==> src/hw/rtl/esort_pkg.sv <==
// Shared types and constants for the exchange sort engine.
package esort_pkg;

  localparam int unsigned DATA_W      = 32;
  localparam int unsigned QUEUE_DEPTH = 4;
  localparam int unsigned QPTR_W      = $clog2(QUEUE_DEPTH);

  // One queued input transaction, already classified by the front end.
  typedef struct packed {
    logic signed [DATA_W-1:0] value;
    logic                     last_item;
    logic                     keep;   // Entry fits in the store.
  } entry_t;

endpackage

==> src/hw/rtl/esort_front.sv <==
// Front end: accepts input transactions, classifies them and queues them.
module esort_front #(
  parameter int unsigned MAX_ELEMENTS = 16
) (
  input  logic                                  clk_i,
  input  logic                                  rst_ni,
  input  logic                                  in_valid_i,
  output logic                                  in_ready_o,
  input  logic signed [esort_pkg::DATA_W-1:0]   value_i,
  input  logic                                  last_item_i,
  output logic                                  q_valid_o,
  output esort_pkg::entry_t                     q_entry_o,
  input  logic                                  q_pop_i
);

  localparam int unsigned CNT_W = $clog2(MAX_ELEMENTS + 1);

  esort_pkg::entry_t queue_q [esort_pkg::QUEUE_DEPTH];

  logic [esort_pkg::QPTR_W-1:0] wr_ptr_q, wr_ptr_d;
  logic [esort_pkg::QPTR_W-1:0] rd_ptr_q, rd_ptr_d;
  logic [esort_pkg::QPTR_W:0]   level_q, level_d;
  logic [CNT_W-1:0]             set_cnt_q, set_cnt_d;
  logic                         push, pop, keep;

  assign in_ready_o = (level_q != (esort_pkg::QPTR_W+1)'(esort_pkg::QUEUE_DEPTH));
  assign q_valid_o  = (level_q != '0);
  assign q_entry_o  = queue_q[rd_ptr_q];

  assign push = in_valid_i && in_ready_o;
  assign pop  = q_pop_i && q_valid_o;
  assign keep = (set_cnt_q < CNT_W'(MAX_ELEMENTS));

  always_comb begin
    wr_ptr_d  = push ? wr_ptr_q + 1'b1 : wr_ptr_q;
    rd_ptr_d  = pop ? rd_ptr_q + 1'b1 : rd_ptr_q;
    level_d   = level_q;
    if (push && !pop) begin
      level_d = level_q + 1'b1;
    end else if (pop && !push) begin
      level_d = level_q - 1'b1;
    end
    // Count the elements of the open set so that overflow items are tagged.
    set_cnt_d = set_cnt_q;
    if (push) begin
      if (last_item_i) begin
        set_cnt_d = '0;
      end else if (keep) begin
        set_cnt_d = set_cnt_q + 1'b1;
      end
    end
  end

  always_ff @(posedge clk_i or negedge rst_ni) begin
    if (!rst_ni) begin
      wr_ptr_q  <= '0;
      rd_ptr_q  <= '0;
      level_q   <= '0;
      set_cnt_q <= '0;
    end else begin
      wr_ptr_q  <= wr_ptr_d;
      rd_ptr_q  <= rd_ptr_d;
      level_q   <= level_d;
      set_cnt_q <= set_cnt_d;
    end
  end

  always_ff @(posedge clk_i) begin
    if (push) begin
      queue_q[wr_ptr_q] <= '{value: value_i, last_item: last_item_i, keep: keep};
    end
  end

endmodule

==> src/hw/rtl/esort_back.sv <==
// Back end: loads the store, runs the exchange sort and emits the results.
module esort_back #(
  parameter int unsigned MAX_ELEMENTS = 16
) (
  input  logic                                  clk_i,
  input  logic                                  rst_ni,
  input  logic                                  q_valid_i,
  input  esort_pkg::entry_t                     q_entry_i,
  output logic                                  q_pop_o,
  output logic                                  out_valid_o,
  input  logic                                  out_ready_i,
  output logic signed [esort_pkg::DATA_W-1:0]   sorted_value_o,
  output logic                                  last_result_o
);

  localparam int unsigned IDX_W = $clog2(MAX_ELEMENTS);
  localparam int unsigned CNT_W = $clog2(MAX_ELEMENTS + 1);

  localparam logic [2:0] S_LOAD   = 3'd0;
  localparam logic [2:0] S_PSTART = 3'd1;
  localparam logic [2:0] S_PLOAD  = 3'd2;
  localparam logic [2:0] S_CMP    = 3'd3;
  localparam logic [2:0] S_PWB    = 3'd4;
  localparam logic [2:0] S_EREAD  = 3'd5;
  localparam logic [2:0] S_EOUT   = 3'd6;

  logic signed [esort_pkg::DATA_W-1:0] mem [MAX_ELEMENTS];

  logic [2:0]                          state_q, state_d;
  logic [CNT_W-1:0]                    fill_q, fill_d;
  logic [CNT_W-1:0]                    num_q, num_d;
  logic [CNT_W-1:0]                    p_q, p_d;
  logic [CNT_W-1:0]                    q_q, q_d;
  logic [CNT_W-1:0]                    k_q, k_d;
  logic signed [esort_pkg::DATA_W-1:0] cur_q, cur_d;
  logic signed [esort_pkg::DATA_W-1:0] rdata_q;
  logic [IDX_W-1:0]                    rd_addr, wr_addr;
  logic signed [esort_pkg::DATA_W-1:0] wr_data;
  logic                                wr_en;
  logic [CNT_W-1:0]                    p_inc, q_inc, k_inc;
  logic                                out_valid_q, out_valid_d;
  logic signed [esort_pkg::DATA_W-1:0] out_value_q, out_value_d;
  logic                                out_last_q, out_last_d;
  logic                                out_free;

  assign p_inc    = p_q + 1'b1;
  assign q_inc    = q_q + 1'b1;
  assign k_inc    = k_q + 1'b1;
  assign out_free = !out_valid_q || out_ready_i;

  assign out_valid_o    = out_valid_q;
  assign sorted_value_o = out_value_q;
  assign last_result_o  = out_last_q;

  always_comb begin
    state_d     = state_q;
    fill_d      = fill_q;
    num_d       = num_q;
    p_d         = p_q;
    q_d         = q_q;
    k_d         = k_q;
    cur_d       = cur_q;
    rd_addr     = '0;
    wr_addr     = '0;
    wr_data     = cur_q;
    wr_en       = 1'b0;
    q_pop_o     = 1'b0;
    out_valid_d = out_valid_q && !out_ready_i;
    out_value_d = out_value_q;
    out_last_d  = out_last_q;

    case (state_q)
      S_LOAD: begin
        if (q_valid_i) begin
          q_pop_o = 1'b1;
          if (q_entry_i.keep) begin
            wr_en   = 1'b1;
            wr_addr = fill_q[IDX_W-1:0];
            wr_data = q_entry_i.value;
            fill_d  = fill_q + 1'b1;
          end
          if (q_entry_i.last_item) begin
            num_d   = fill_q + CNT_W'(q_entry_i.keep);
            p_d     = '0;
            state_d = S_PSTART;
          end
        end
      end
      S_PSTART: begin
        if (p_inc >= num_q) begin
          k_d     = '0;
          state_d = S_EREAD;
        end else begin
          rd_addr = p_q[IDX_W-1:0];
          q_d     = p_inc;
          state_d = S_PLOAD;
        end
      end
      S_PLOAD: begin
        cur_d   = rdata_q;
        rd_addr = q_q[IDX_W-1:0];
        state_d = S_CMP;
      end
      S_CMP: begin
        // A smaller later entry trades places with the held entry.
        if (rdata_q < cur_q) begin
          wr_en   = 1'b1;
          wr_addr = q_q[IDX_W-1:0];
          wr_data = cur_q;
          cur_d   = rdata_q;
        end
        if (q_inc < num_q) begin
          q_d     = q_inc;
          rd_addr = q_inc[IDX_W-1:0];
        end else begin
          state_d = S_PWB;
        end
      end
      S_PWB: begin
        wr_en   = 1'b1;
        wr_addr = p_q[IDX_W-1:0];
        wr_data = cur_q;
        p_d     = p_inc;
        state_d = S_PSTART;
      end
      S_EREAD: begin
        rd_addr = k_q[IDX_W-1:0];
        state_d = S_EOUT;
      end
      S_EOUT: begin
        rd_addr = k_q[IDX_W-1:0];
        if (out_free) begin
          out_valid_d = 1'b1;
          out_value_d = rdata_q;
          out_last_d  = (k_inc == num_q);
          k_d         = k_inc;
          if (k_inc == num_q) begin
            fill_d  = '0;
            state_d = S_LOAD;
          end else begin
            state_d = S_EREAD;
          end
        end
      end
      default: begin
        state_d = S_LOAD;
      end
    endcase
  end

  always_ff @(posedge clk_i or negedge rst_ni) begin
    if (!rst_ni) begin
      state_q     <= S_LOAD;
      fill_q      <= '0;
      num_q       <= '0;
      p_q         <= '0;
      q_q         <= '0;
      k_q         <= '0;
      out_valid_q <= 1'b0;
    end else begin
      state_q     <= state_d;
      fill_q      <= fill_d;
      num_q       <= num_d;
      p_q         <= p_d;
      q_q         <= q_d;
      k_q         <= k_d;
      out_valid_q <= out_valid_d;
    end
  end

  always_ff @(posedge clk_i) begin
    cur_q       <= cur_d;
    out_value_q <= out_value_d;
    out_last_q  <= out_last_d;
  end

  always_ff @(posedge clk_i) begin
    if (wr_en) begin
      mem[wr_addr] <= wr_data;
    end
    rdata_q <= mem[rd_addr];
  end

endmodule

==> src/hw/rtl/exchange_sort_engine_top.sv <==
// Top level of the exchange sort engine.
//
// The engine collects a set of signed 32-bit values, one per input transaction, and a
// transaction with last_item_i set closes the set. Up to MAX_ELEMENTS values are kept;
// values that arrive once the store is full are dropped, but their last mark still closes
// the set. The closed set is sorted in ascending order by exchange sort and sent out
// smallest first, with last_result_o set on the final value. A four-entry queue sits
// between the input side and the sorting sequencer, so input transactions keep being
// accepted while the sequencer is busy until that queue fills. Loading pops one queued
// transaction whenever the queue holds one. Sorting is set by the single read and write
// port of the store: each compare-swap step reads one entry and may write one entry per
// cycle. Each emitted result again takes one store read.
module exchange_sort_engine_top #(
  parameter int unsigned MAX_ELEMENTS = 16
) (
  input  logic                                  clk_i,
  input  logic                                  rst_ni,
  input  logic                                  in_valid_i,
  output logic                                  in_ready_o,
  input  logic signed [esort_pkg::DATA_W-1:0]   value_i,
  input  logic                                  last_item_i,
  output logic                                  out_valid_o,
  input  logic                                  out_ready_i,
  output logic signed [esort_pkg::DATA_W-1:0]   sorted_value_o,
  output logic                                  last_result_o
);

  logic              q_valid;
  logic              q_pop;
  esort_pkg::entry_t q_entry;

  // The front end tags each transaction as kept or dropped and queues it.
  esort_front #(
    .MAX_ELEMENTS(MAX_ELEMENTS)
  ) u_front (
    .clk_i      (clk_i),
    .rst_ni     (rst_ni),
    .in_valid_i (in_valid_i),
    .in_ready_o (in_ready_o),
    .value_i    (value_i),
    .last_item_i(last_item_i),
    .q_valid_o  (q_valid),
    .q_entry_o  (q_entry),
    .q_pop_i    (q_pop)
  );

  // The back end owns the store, runs the sort and drives the output register.
  esort_back #(
    .MAX_ELEMENTS(MAX_ELEMENTS)
  ) u_back (
    .clk_i         (clk_i),
    .rst_ni        (rst_ni),
    .q_valid_i     (q_valid),
    .q_entry_i     (q_entry),
    .q_pop_o       (q_pop),
    .out_valid_o   (out_valid_o),
    .out_ready_i   (out_ready_i),
    .sorted_value_o(sorted_value_o),
    .last_result_o (last_result_o)
  );

endmodule
==> config.mk <==
export PLATFORM = sky130hd
export DESIGN_NAME = exchange_sort_engine_top
export DESIGN_NICKNAME = d
export VERILOG_FILES = /design/src/hw/rtl/esort_pkg.sv /design/src/hw/rtl/esort_front.sv /design/src/hw/rtl/esort_back.sv /design/src/hw/rtl/exchange_sort_engine_top.sv
export SDC_FILE = /design/constraint.sdc
export NUM_CORES = 1
export LEC_CHECK = 0
export BUFFER_PORTS_ARGS = -buffer_cell sky130_fd_sc_hd__buf_4
export CORE_ASPECT_RATIO = 0.9
export CORE_MARGIN = 3
export CORE_UTILIZATION = 35
export CTS_BUF_LIST = sky130_fd_sc_hd__clkbuf_8
export DETAILED_ROUTE_END_ITERATION = 6
export HOLD_SLACK_MARGIN = 0.05
export SETUP_SLACK_MARGIN = 0.2
export SYNTH_ARGS = -nofsm -noshare
export SYNTH_HDL_FRONTEND = slang
export SYNTH_HIERARCHICAL = 1
export SYNTH_SLANG_ARGS = --single-unit
==> constraint.sdc <==
create_clock -name clk_i -period 19.3 [get_ports clk_i]
set_input_delay 2.895 -clock clk_i [delete_from_list [all_inputs] [get_ports clk_i]]
set_output_delay 2.895 -clock clk_i [all_outputs]
set_load 0.01 [all_outputs]
==> impl_metrics.env, run 1 <==
export IMPL_status="complete, no violations"
export IMPL_end_kind="flip-flop"
export IMPL_fillCellCount=8002
export IMPL_synthTopCellsByArea="edfxtp_1, mux2i_1, dfrtp_1"
export IMPL_synth_largest_area_cell="edfxtp_1"
export IMPL_syn_to_final_growth_pct=14.6
export IMPL_reg2reg_to="u_back/rdata_q[2]"
export IMPL_die_h_um=291
export IMPL_drive_gt1_frac=0.176
export IMPL_drt_iter0_drc=1507
export IMPL_yosysWarningCount=6
export IMPL_maxCapViolCount=0
export IMPL_ctsHoldBuffers=0
export IMPL_grt_max_degree=72
export IMPL_critical_path_class="reg -> reg"
export IMPL_synthesis_area_um2=31600
export IMPL_wirelength_um=75600
export IMPL_ys_ff_latch=786
export IMPL_dp_hpwl_um=43000
export IMPL_htree_levels=4
export IMPL_crit_fanout=60
export IMPL_first_pass_iters=5
export IMPL_gr_total_overflow=0
export IMPL_min_period_over_period=0.333
export IMPL_holdPathStages=0
export IMPL_start_util=0.357
export IMPL_insertion_delay_ps=790
export IMPL_synth_edf_count=713
export IMPL_skew_ps=43.3
export IMPL_hold_path_class="reg -> reg"
export IMPL_vdd_drop_max_uv=104
export IMPL_antenna_left=0
export IMPL_worstHoldEndpoint="u_back/sorted_value_o[0]"
export IMPL_hold_violations=0
export IMPL_startpoint_type="flip-flop"
export IMPL_cts_tree="built"
export IMPL_post_cts_buffers=0
export IMPL_synthFlopType="edfxtp_1"
export IMPL_clk_transition_reported_paths_ps=60
export IMPL_worstMarginPinSlew_ps=1180
export IMPL_slew_headroom=0.208
export IMPL_maxSlewViolCount=0
export IMPL_route_detailed_drc=0
export IMPL_port_buffers=71
export IMPL_synth_net_count=2040
export IMPL_dp_cells=3155
export IMPL_post_place_ws_ps=12970
export IMPL_fin_cells=3394
export IMPL_cellLeakagePower_nw=13.8
export IMPL_num_vias=17700
export IMPL_rsz0062_at_grt="false"
export IMPL_cts_buffers=131
export IMPL_placementRows=103
export IMPL_powerDensity_nw_per_um2=190
export IMPL_via_per_inst=5.23
export IMPL_crit_arrival_ps=7150
export IMPL_yosysSeqAreaShare=0.729
export IMPL_rr_startpoint="u_back/p_q[1]"
export IMPL_worstHoldStart="u_back/rdata_q[0]"
export IMPL_yosysTopAreaCellShare=0.677
export IMPL_ys_types=76
export IMPL_r2r_slack_ps=12870
export IMPL_cts_sinks=786
export IMPL_antenna_cells=0
export IMPL_cp_required_ps=20020
export IMPL_track_usage=0.161
export IMPL_core_region_area_um2=88700
export IMPL_fmax_ghz=0.155
export IMPL_synth_avg_cell_area_um2=16.2
export IMPL_die_w_um=323
export IMPL_finalSetupViolCount=0
export IMPL_cts_repair_resized=0
export IMPL_ios=72
export IMPL_async_flop_share=0.0522
export IMPL_gp_congestion=0.829
export IMPL_fin_setup_tns_ps=0
export IMPL_fin_crit_ps=6430
export IMPL_clockBufferDepth=3
export IMPL_antenna_found_initial=2
export IMPL_root_buffer="clkbuf_8"
export IMPL_finalNetCount=2223
export IMPL_grt_pass1_wl_um=113000
export IMPL_syn_inst=1950
export IMPL_dieArea_um2=94000
export IMPL_r2r_cells=17
export IMPL_grt_pass1_vias=18000
export IMPL_wl_per_cell_um=22.3
export IMPL_worst_slack_ps=12870
kinds of logic (layout without fill, tap and decap cells):
family          after synthesis  count (layout)  synth area share
flops                       786             786             0.729
fa+ha+maj                    53              53            0.0212
compound gates              245             245            0.0527
xor+xnor                     25              25           0.00716
simple gates                398             398            0.0592
mux                         296             296             0.108
buf+inv                     147             436            0.0221
synthesized netlist by cell type (7+ instances only):
| master | n |
|---|---|
| mux2i_1 | 256 |
| nand3_1 | 110 |
| nor3_1 | 8 |
| nand4_1 | 9 |
| xnor2_1 | 13 |
| o21ai_1 | 29 |
| nand2_1 | 192 |
| inv_1 | 56 |
| mux4_2 | 28 |
| nor4_1 | 7 |
| dfxtp_1 | 32 |
| o21ai_0 | 67 |
| a22o_1 | 7 |
| dfrtp_1 | 41 |
| edfxtp_1 | 713 |
| ha_1 | 52 |
| nor2_1 | 23 |
| clkbuf_1 | 38 |
| a221oi_1 | 63 |
| xor2_1 | 11 |
| buf_2 | 16 |
| buf_4 | 26 |
| a21oi_1 | 30 |
layout make-up:
cell class	instances	area, um^2	area share
flip-flops and latches	786	23100	0.637
multi-input cells	1017	8030	0.221
clock buffers	144	1980	0.0547
well taps	1155	1450	0.0399
repair buffers	138	1040	0.0286
clock inverters	95	457	0.0126
inverters	59	221	0.00611
worst max-delay path: stages, from the launching register on:
cell	delay, ps
dfrtp_1	490
ha_1	290
nand3_1	110
xor2_1	240
inv_1	80
ha_1	310
inv_1	70
o2111ai_1	220
a21oi_1	120
a211oi_4	180
buf_4	570
buf_4	800
buf_4	950
buf_4	900
mux2i_1	170
a221oi_1	410
o21ai_0	150
nand3_1	120
flip-flops by register name (all words and copies together), names as in the netlist, 2 cells and up:
register,cells
u_back/cur_q,32
u_back/sorted_value_o,32
u_back/q_q,5
u_front/queue_q,136
u_front/rd_ptr_q,2
u_back/p_q,5
u_front/set_cnt_q,5
u_back/num_q,5
u_front/level_q,3
u_back/mem,512
u_back/state_q,3
u_back/fill_q,5
u_front/wr_ptr_q,2
u_back/rdata_q,32
u_back/k_q,5
stage by stage:
stage	hold slack, ps	instance area [um^2]	power, W	utilization
finish	462	36200	0.00688	0.409
global route	482	36200	0.00729	0.409
CTS	468	36200	0.00693	0.409
detailed placement	441	33800	0.00555	0.381
global placement	443	33800	0.00548	0.381
floorplan	417	31600	0.00461	-
layer usage:
metal  track usage  vias to the layer above  part of all wire
li1              -                     7995                 -
met1         0.225                     9021              0.45
met2         0.249                      634              0.46
met3        0.0357                       95             0.070
met4        0.0525                        0             0.018
met5             0                        -                 0
layout by cell type (no fill, tap or decap), drive strengths merged, types with 6 or more instances in the layout:
master / instances
a211oi: 6
a21oi: 33
a221oi: 65
a22o: 7
and2: 6
and3: 9
buf: 138
clkbuf: 144
clkinv: 31
dfrtp: 41
dfxtp: 32
edfxtp: 713
ha: 52
inv: 120
mux2: 6
mux2i: 256
mux4: 34
nand2: 193
nand2b: 6
nand3: 110
nand4: 9
nor2: 23
nor3: 10
nor4: 7
o21ai: 96
xnor2: 14
xor2: 11
report_power, final:
| group | switching (W) | internal, W |
|---|---|---|
| clock | 0.000658 | 0.000693 |
| sequential | 0.000169 | 0.00257 |
| combinational | 0.00185 | 0.000941 |
worst max path at each step:
stage | endpoint | from | slack [ps] | cells past startpoint
floorplan | u_back/mem[1][0] | u_front/level_q[1] | 13020 | 9
global placement | u_back/rdata_q[31] | u_back/p_q[1] | 13120 | 17
detailed placement | u_back/rdata_q[17] | u_back/p_q[1] | 12970 | 17
CTS | u_back/rdata_q[17] | u_back/p_q[1] | 12920 | 17
global route | u_back/rdata_q[20] | u_back/p_q[1] | 12440 | 17
finish | u_back/rdata_q[2] | u_back/p_q[1] | 12870 | 17
No activity file was read; power rests on OpenSTA's default activity.
==> inputs of run 2 (changes only) <==
==> constraint.sdc (replaced) <==
create_clock -name clk_i -period 5.2 [get_ports clk_i]
set_input_delay 0.78 -clock clk_i [delete_from_list [all_inputs] [get_ports clk_i]]
set_output_delay 0.78 -clock clk_i [all_outputs]
set_load 0.01 [all_outputs]
==> impl_metrics.env, run 2 (synthesis gave the netlist of run 1 again) <==
export IMPL_design_area_um2=36400
export IMPL_maxCapViolCount=0
export IMPL_die_h_um=291
export IMPL_syn_to_final_growth_pct=14.9
export IMPL_wirelength_um=73400
export IMPL_powerDensity_nw_per_um2=706
export IMPL_first_pass_iters=6
export IMPL_slowest_stage="a2111oi_0"
export IMPL_worst_path_largest_cell_delay_ps=700
export IMPL_layout_commonest_cell="edfxtp_1"
export IMPL_critical_path_class="reg -> reg"
export IMPL_whs_ps=248
export IMPL_cts_buffers=121
export IMPL_worst_slack_ps=492
export IMPL_die_w_um=323
export IMPL_dieArea_um2=94000
export IMPL_clockBufferDepth=3
export IMPL_cts_sinks=786
export IMPL_antenna_found_initial=7
export IMPL_top_regs="u_back/mem (512), u_front/queue_q (136)"
export IMPL_min_period_over_period=0.905
export IMPL_fillCellCount=8014
export IMPL_finalPower_w=0.0257
export IMPL_skew_ps=42.3
export IMPL_post_place_ws_ps=615
export IMPL_vdd_drop_max_uv=653
export IMPL_top_register="u_back/mem"
export IMPL_fin_crit_ps=4710
export IMPL_largest_reg_flops=512
export IMPL_finalSetupViolCount=0
export IMPL_rsz0062_at_grt="false"
export IMPL_wl_per_cell_um=21.7
export IMPL_post_cts_buffers=0
export IMPL_cts_repair_resized=0
export IMPL_dp_hpwl_um=42600
export IMPL_finish_utilization=0.410
export IMPL_dpl_cell_area_um2=33900
export IMPL_port_buffers=71
export IMPL_gp_congestion=0.817
export IMPL_ctsHoldBuffers=1
export IMPL_htree_levels=3
export IMPL_root_buffer="clkbuf_8"
export IMPL_start_util=0.357
export IMPL_via_per_inst=5.14
export IMPL_gr_total_overflow=0
export IMPL_num_vias=17400
export IMPL_crit_chain="inv_1 > ha_1 > nand4_1 > or3_1 > a2111oi_0 > o41a_1 > nor3_1 > nor2b_1 > o31ai_2 > nor4_2 > buf_4"
export IMPL_worstMarginPinSlew_ps=1220
export IMPL_insertion_delay_ps=730
export IMPL_core_region_area_um2=88700
export IMPL_seqCellArea_um2=23100
export IMPL_multiInputGateArea_um2=8030
export IMPL_maxSlewViolCount=0
export IMPL_track_usage=0.155
export IMPL_cellLeakagePower_nw=13.8
export IMPL_grt_pass1_wl_um=111000
export IMPL_layout_common_cells="edfxtp_1, mux2i_1, nand2_1, clkbuf_8, buf_4"
export IMPL_status="complete, no violations"
export IMPL_grt_max_degree=86
export IMPL_startpoint_type="flip-flop"
export IMPL_crit_arrival_ps=5030
export IMPL_cts_tree="built"
export IMPL_drive_gt1_frac=0.171
export IMPL_clk_transition_reported_paths_ps=60
export IMPL_cp_required_ps=5530
export IMPL_placementRows=103
export IMPL_fmax_ghz=0.212
export IMPL_antenna_left=0
export IMPL_hold_violations=0
export IMPL_drt_iter0_drc=1364
export IMPL_finalNetCount=2209
export IMPL_ios=72
export IMPL_route_detailed_drc=0
export IMPL_crit_fanout=32
export IMPL_grt_pass1_vias=17800
export IMPL_end_kind="flip-flop"
export IMPL_hold_path_class="in -> reg"
export IMPL_slew_headroom=0.180
==> run 2: cell count changes in the layout (fill, tap and decap cells not counted), sizes merged <==
cell         before  now
inv             120  108
clkinv           31   35
clkinvlp          3    0
clkbuf          144  138
dlygate4sd3       0    1
diode             0    2
buf             138  133
bufinv            0    5
==> run 2: power by group <==
| group | switching (W) | total [W] | internal [W] | leakage (nW) |
|---|---|---|---|---|
| combinational | 0.00690 | 0.0105 | 0.00359 | 5.12 |
| clock | 0.00237 | 0.00505 | 0.00268 | 1.41 |
| sequential | 0.000606 | 0.0101 | 0.00953 | 7.22 |
| total | 0.00988 | 0.0257 | 0.0158 | 13.8 |
==> run 2: worst paths after layout <==
check	startpoint	to	slack (ps)	depth (start not counted)
setup reg to reg	u_back/cur_q[13]	u_back/mem[2][23]	490	11
hold reg to reg	u_back/rdata_q[0]	u_back/sorted_value_o[0]	460	0
min in group asynchronous	rst_ni	u_front/set_cnt_q[4]	600	2
hold / removal	value_i[21]	u_front/queue_q[3][23]	250	1
max in group asynchronous	rst_ni	u_front/rd_ptr_q[0]	4190	2
setup / recovery	u_back/cur_q[13]	u_back/mem[2][23]	490	11
==> run 2: critical path, delay by kind of cell (launching register included) <==
kind	cells	cell delay, ps
buf+inv	2	580
flops	1	330
fa+ha+maj	1	300
simple gates	5	1690
compound gates	3	1390
==> run 2: metrics by stage <==
step | std cells | TNS (ps)
after global placement | 3150 | 0
after detailed placement | 3150 | 0
after floorplan | 1950 | -239590
after CTS | 3378 | 0
final | 3380 | 0
after global routing | 3380 | 0
==> run 2: routing by layer <==
layer / up-vias / GRT usage / routed length [um]
li1: 7957 / - / -
met1: 8771 / 0.226 / 33900
met5: - / 0 / 23
met4: 4 / 0.0451 / 1720
met2: 536 / 0.238 / 33600
met3: 118 / 0.0294 / 4140
==> run 2: layout make-up <==
| type | count | share of cell area |
|---|---|---|
| Sequential cell | 786 | 0.635 |
| Multi-Input combinational cell | 1017 | 0.221 |
| Clock buffer | 138 | 0.0522 |
| Tap cell | 1155 | 0.0397 |
| Timing Repair Buffer | 134 | 0.0319 |
| Clock inverter | 89 | 0.0144 |
| Inverter | 59 | 0.00609 |
| Antenna cell | 2 | 0.000138 |
==> inputs of run 3 (changes only) <==
--- a/config.mk
+++ b/config.mk
@@ -12,6 +12,7 @@
 export CTS_BUF_LIST = sky130_fd_sc_hd__clkbuf_8
 export DETAILED_ROUTE_END_ITERATION = 6
 export HOLD_SLACK_MARGIN = 0.05
+export MAX_ROUTING_LAYER = met4
 export SETUP_SLACK_MARGIN = 0.2
 export SYNTH_ARGS = -nofsm -noshare
 export SYNTH_HDL_FRONTEND = slang
==> impl_metrics.env, run 3 (synthesis gave the netlist of run 1 again) <==
export IMPL_track_usage=0.160
export IMPL_cp_required_ps=5530
export IMPL_clockBufferDepth=3
export IMPL_maxCapViolCount=0
export IMPL_whs_ps=248
export IMPL_clk_transition_reported_paths_ps=60
export IMPL_slew_headroom=0.159
export IMPL_port_buffers=71
export IMPL_wirelength_um=73500
export IMPL_route_detailed_drc=0
export IMPL_cellLeakagePower_nw=13.8
export IMPL_top_register="u_back/mem"
export IMPL_grt_pass1_vias=17800
export IMPL_finish_utilization=0.410
export IMPL_layout_commonest_cell="edfxtp_1"
export IMPL_grt_max_degree=86
export IMPL_dp_hpwl_um=42600
export IMPL_cts_tree="built"
export IMPL_die_h_um=291
export IMPL_finalSetupViolCount=0
export IMPL_worst_path_largest_cell_delay_ps=670
export IMPL_wl_per_cell_um=21.7
export IMPL_start_util=0.357
export IMPL_vdd_drop_max_uv=647
export IMPL_antenna_left=0
export IMPL_first_pass_iters=5
export IMPL_top_regs="u_back/mem (512), u_front/queue_q (136)"
export IMPL_gr_total_overflow=0
export IMPL_largest_reg_flops=512
export IMPL_antenna_found_initial=7
export IMPL_hold_violations=0
export IMPL_maxSlewViolCount=0
export IMPL_num_vias=17500
export IMPL_layout_common_cells="edfxtp_1, mux2i_1, nand2_1, clkbuf_8, buf_4"
export IMPL_skew_ps=40.9
export IMPL_crit_chain="inv_1 > ha_1 > nand4_1 > or3_1 > a2111oi_0 > o41a_1 > o21a_1 > nor3_4 > a21oi_2 > nor3b_2 > buf_4"
export IMPL_syn_to_final_growth_pct=14.9
export IMPL_drt_iter0_drc=1458
export IMPL_dieArea_um2=94000
export IMPL_end_kind="flip-flop"
export IMPL_finalNetCount=2209
export IMPL_startpoint_type="flip-flop"
export IMPL_drive_gt1_frac=0.171
export IMPL_rsz0062_at_grt="false"
export IMPL_cts_sinks=786
export IMPL_via_per_inst=5.16
export IMPL_hold_path_class="in -> reg"
export IMPL_fmax_ghz=0.215
export IMPL_insertion_delay_ps=730
export IMPL_grt_pass1_wl_um=111000
export IMPL_htree_levels=3
export IMPL_powerDensity_nw_per_um2=706
export IMPL_cts_repair_resized=0
export IMPL_crit_arrival_ps=4990
export IMPL_fin_crit_ps=4660
export IMPL_die_w_um=323
export IMPL_core_region_area_um2=88700
export IMPL_post_cts_buffers=0
export IMPL_ios=72
export IMPL_slowest_stage="a2111oi_0"
export IMPL_crit_fanout=32
export IMPL_status="complete, no violations"
export IMPL_placementRows=103
export IMPL_worstMarginPinSlew_ps=1250
export IMPL_min_period_over_period=0.895
export IMPL_design_area_um2=36400
export IMPL_fillCellCount=8014
export IMPL_critical_path_class="reg -> reg"
export IMPL_cts_buffers=121
export IMPL_dpl_cell_area_um2=33900
export IMPL_root_buffer="clkbuf_8"
export IMPL_gp_congestion=0.830
run 3: changes by cell type in the layout (fill, tap and decap cells not counted):
cell | before | now
diode_2 | 2 | 4
run 3: repair_timing:
item,4_1_cts,5_1_grt
hold endpoints to repair,41,0
hold buffers,1,0
setup endpoints to repair,0,0
run 3: final cells by class:
class | count | area, um^2 | share of cell area
flip-flops and latches | 786 | 23100 | 0.635
multi-input cells | 1017 | 8030 | 0.221
clock buffers | 138 | 1900 | 0.0522
well taps | 1155 | 1450 | 0.0397
repair buffers | 134 | 1160 | 0.0319
clock inverters | 89 | 524 | 0.0144
inverters | 59 | 221 | 0.00609
diodes | 4 | 10.0 | 0.000275
run 3: worst max-delay path: cells and delay by family (launching register included):
kind	cells	cell delay [ps]
AO/OA/AOI/OAI	4	1780
adder cells (fa/ha/maj)	1	300
buffers and inverters	2	600
flip-flops	1	330
AND/OR/NAND/NOR	4	1240
run 3: stage by stage:
stage               std cells  TNS (ps)  setup slack [ps]  total power [W]
detailed placement       3150         0               615           0.0208
CTS                      3378         0               538           0.0259
global placement         3150         0               794           0.0204
floorplan                1950   -239590             -1080           0.0171
global route             3382         0               203           0.0272
finish                   3382         0               544           0.0257
run 3: routing by layer:
layer	vias to the layer above	routed length [um]	global-route usage
met1	8836	33900	0.226
li1	7950	-	-
met3	112	4150	0.0293
met5	-	0	-
met2	555	33900	0.238
met4	0	1520	0.0451
run 3: final timing paths:
| check | from | endpoint | slack, ps | cells after the start |
|---|---|---|---|---|
| min in group asynchronous | rst_ni | u_front/set_cnt_q[4] | 600 | 2 |
| max in group asynchronous | rst_ni | u_front/rd_ptr_q[0] | 4190 | 2 |
| max | u_back/cur_q[13] | u_back/mem[9][19] | 540 | 11 |
| max reg2reg | u_back/cur_q[13] | u_back/mem[9][19] | 540 | 11 |
| min reg2reg | u_back/rdata_q[0] | u_back/sorted_value_o[0] | 450 | 0 |
| min | value_i[21] | u_front/queue_q[3][23] | 250 | 1 |
run 3: power breakdown:
group | total (W) | switching [W] | internal, W
combinational | 0.0105 | 0.00691 | 0.00359
clock | 0.00506 | 0.00238 | 0.00268
sequential | 0.0101 | 0.000607 | 0.00953
total | 0.0257 | 0.00989 | 0.0158
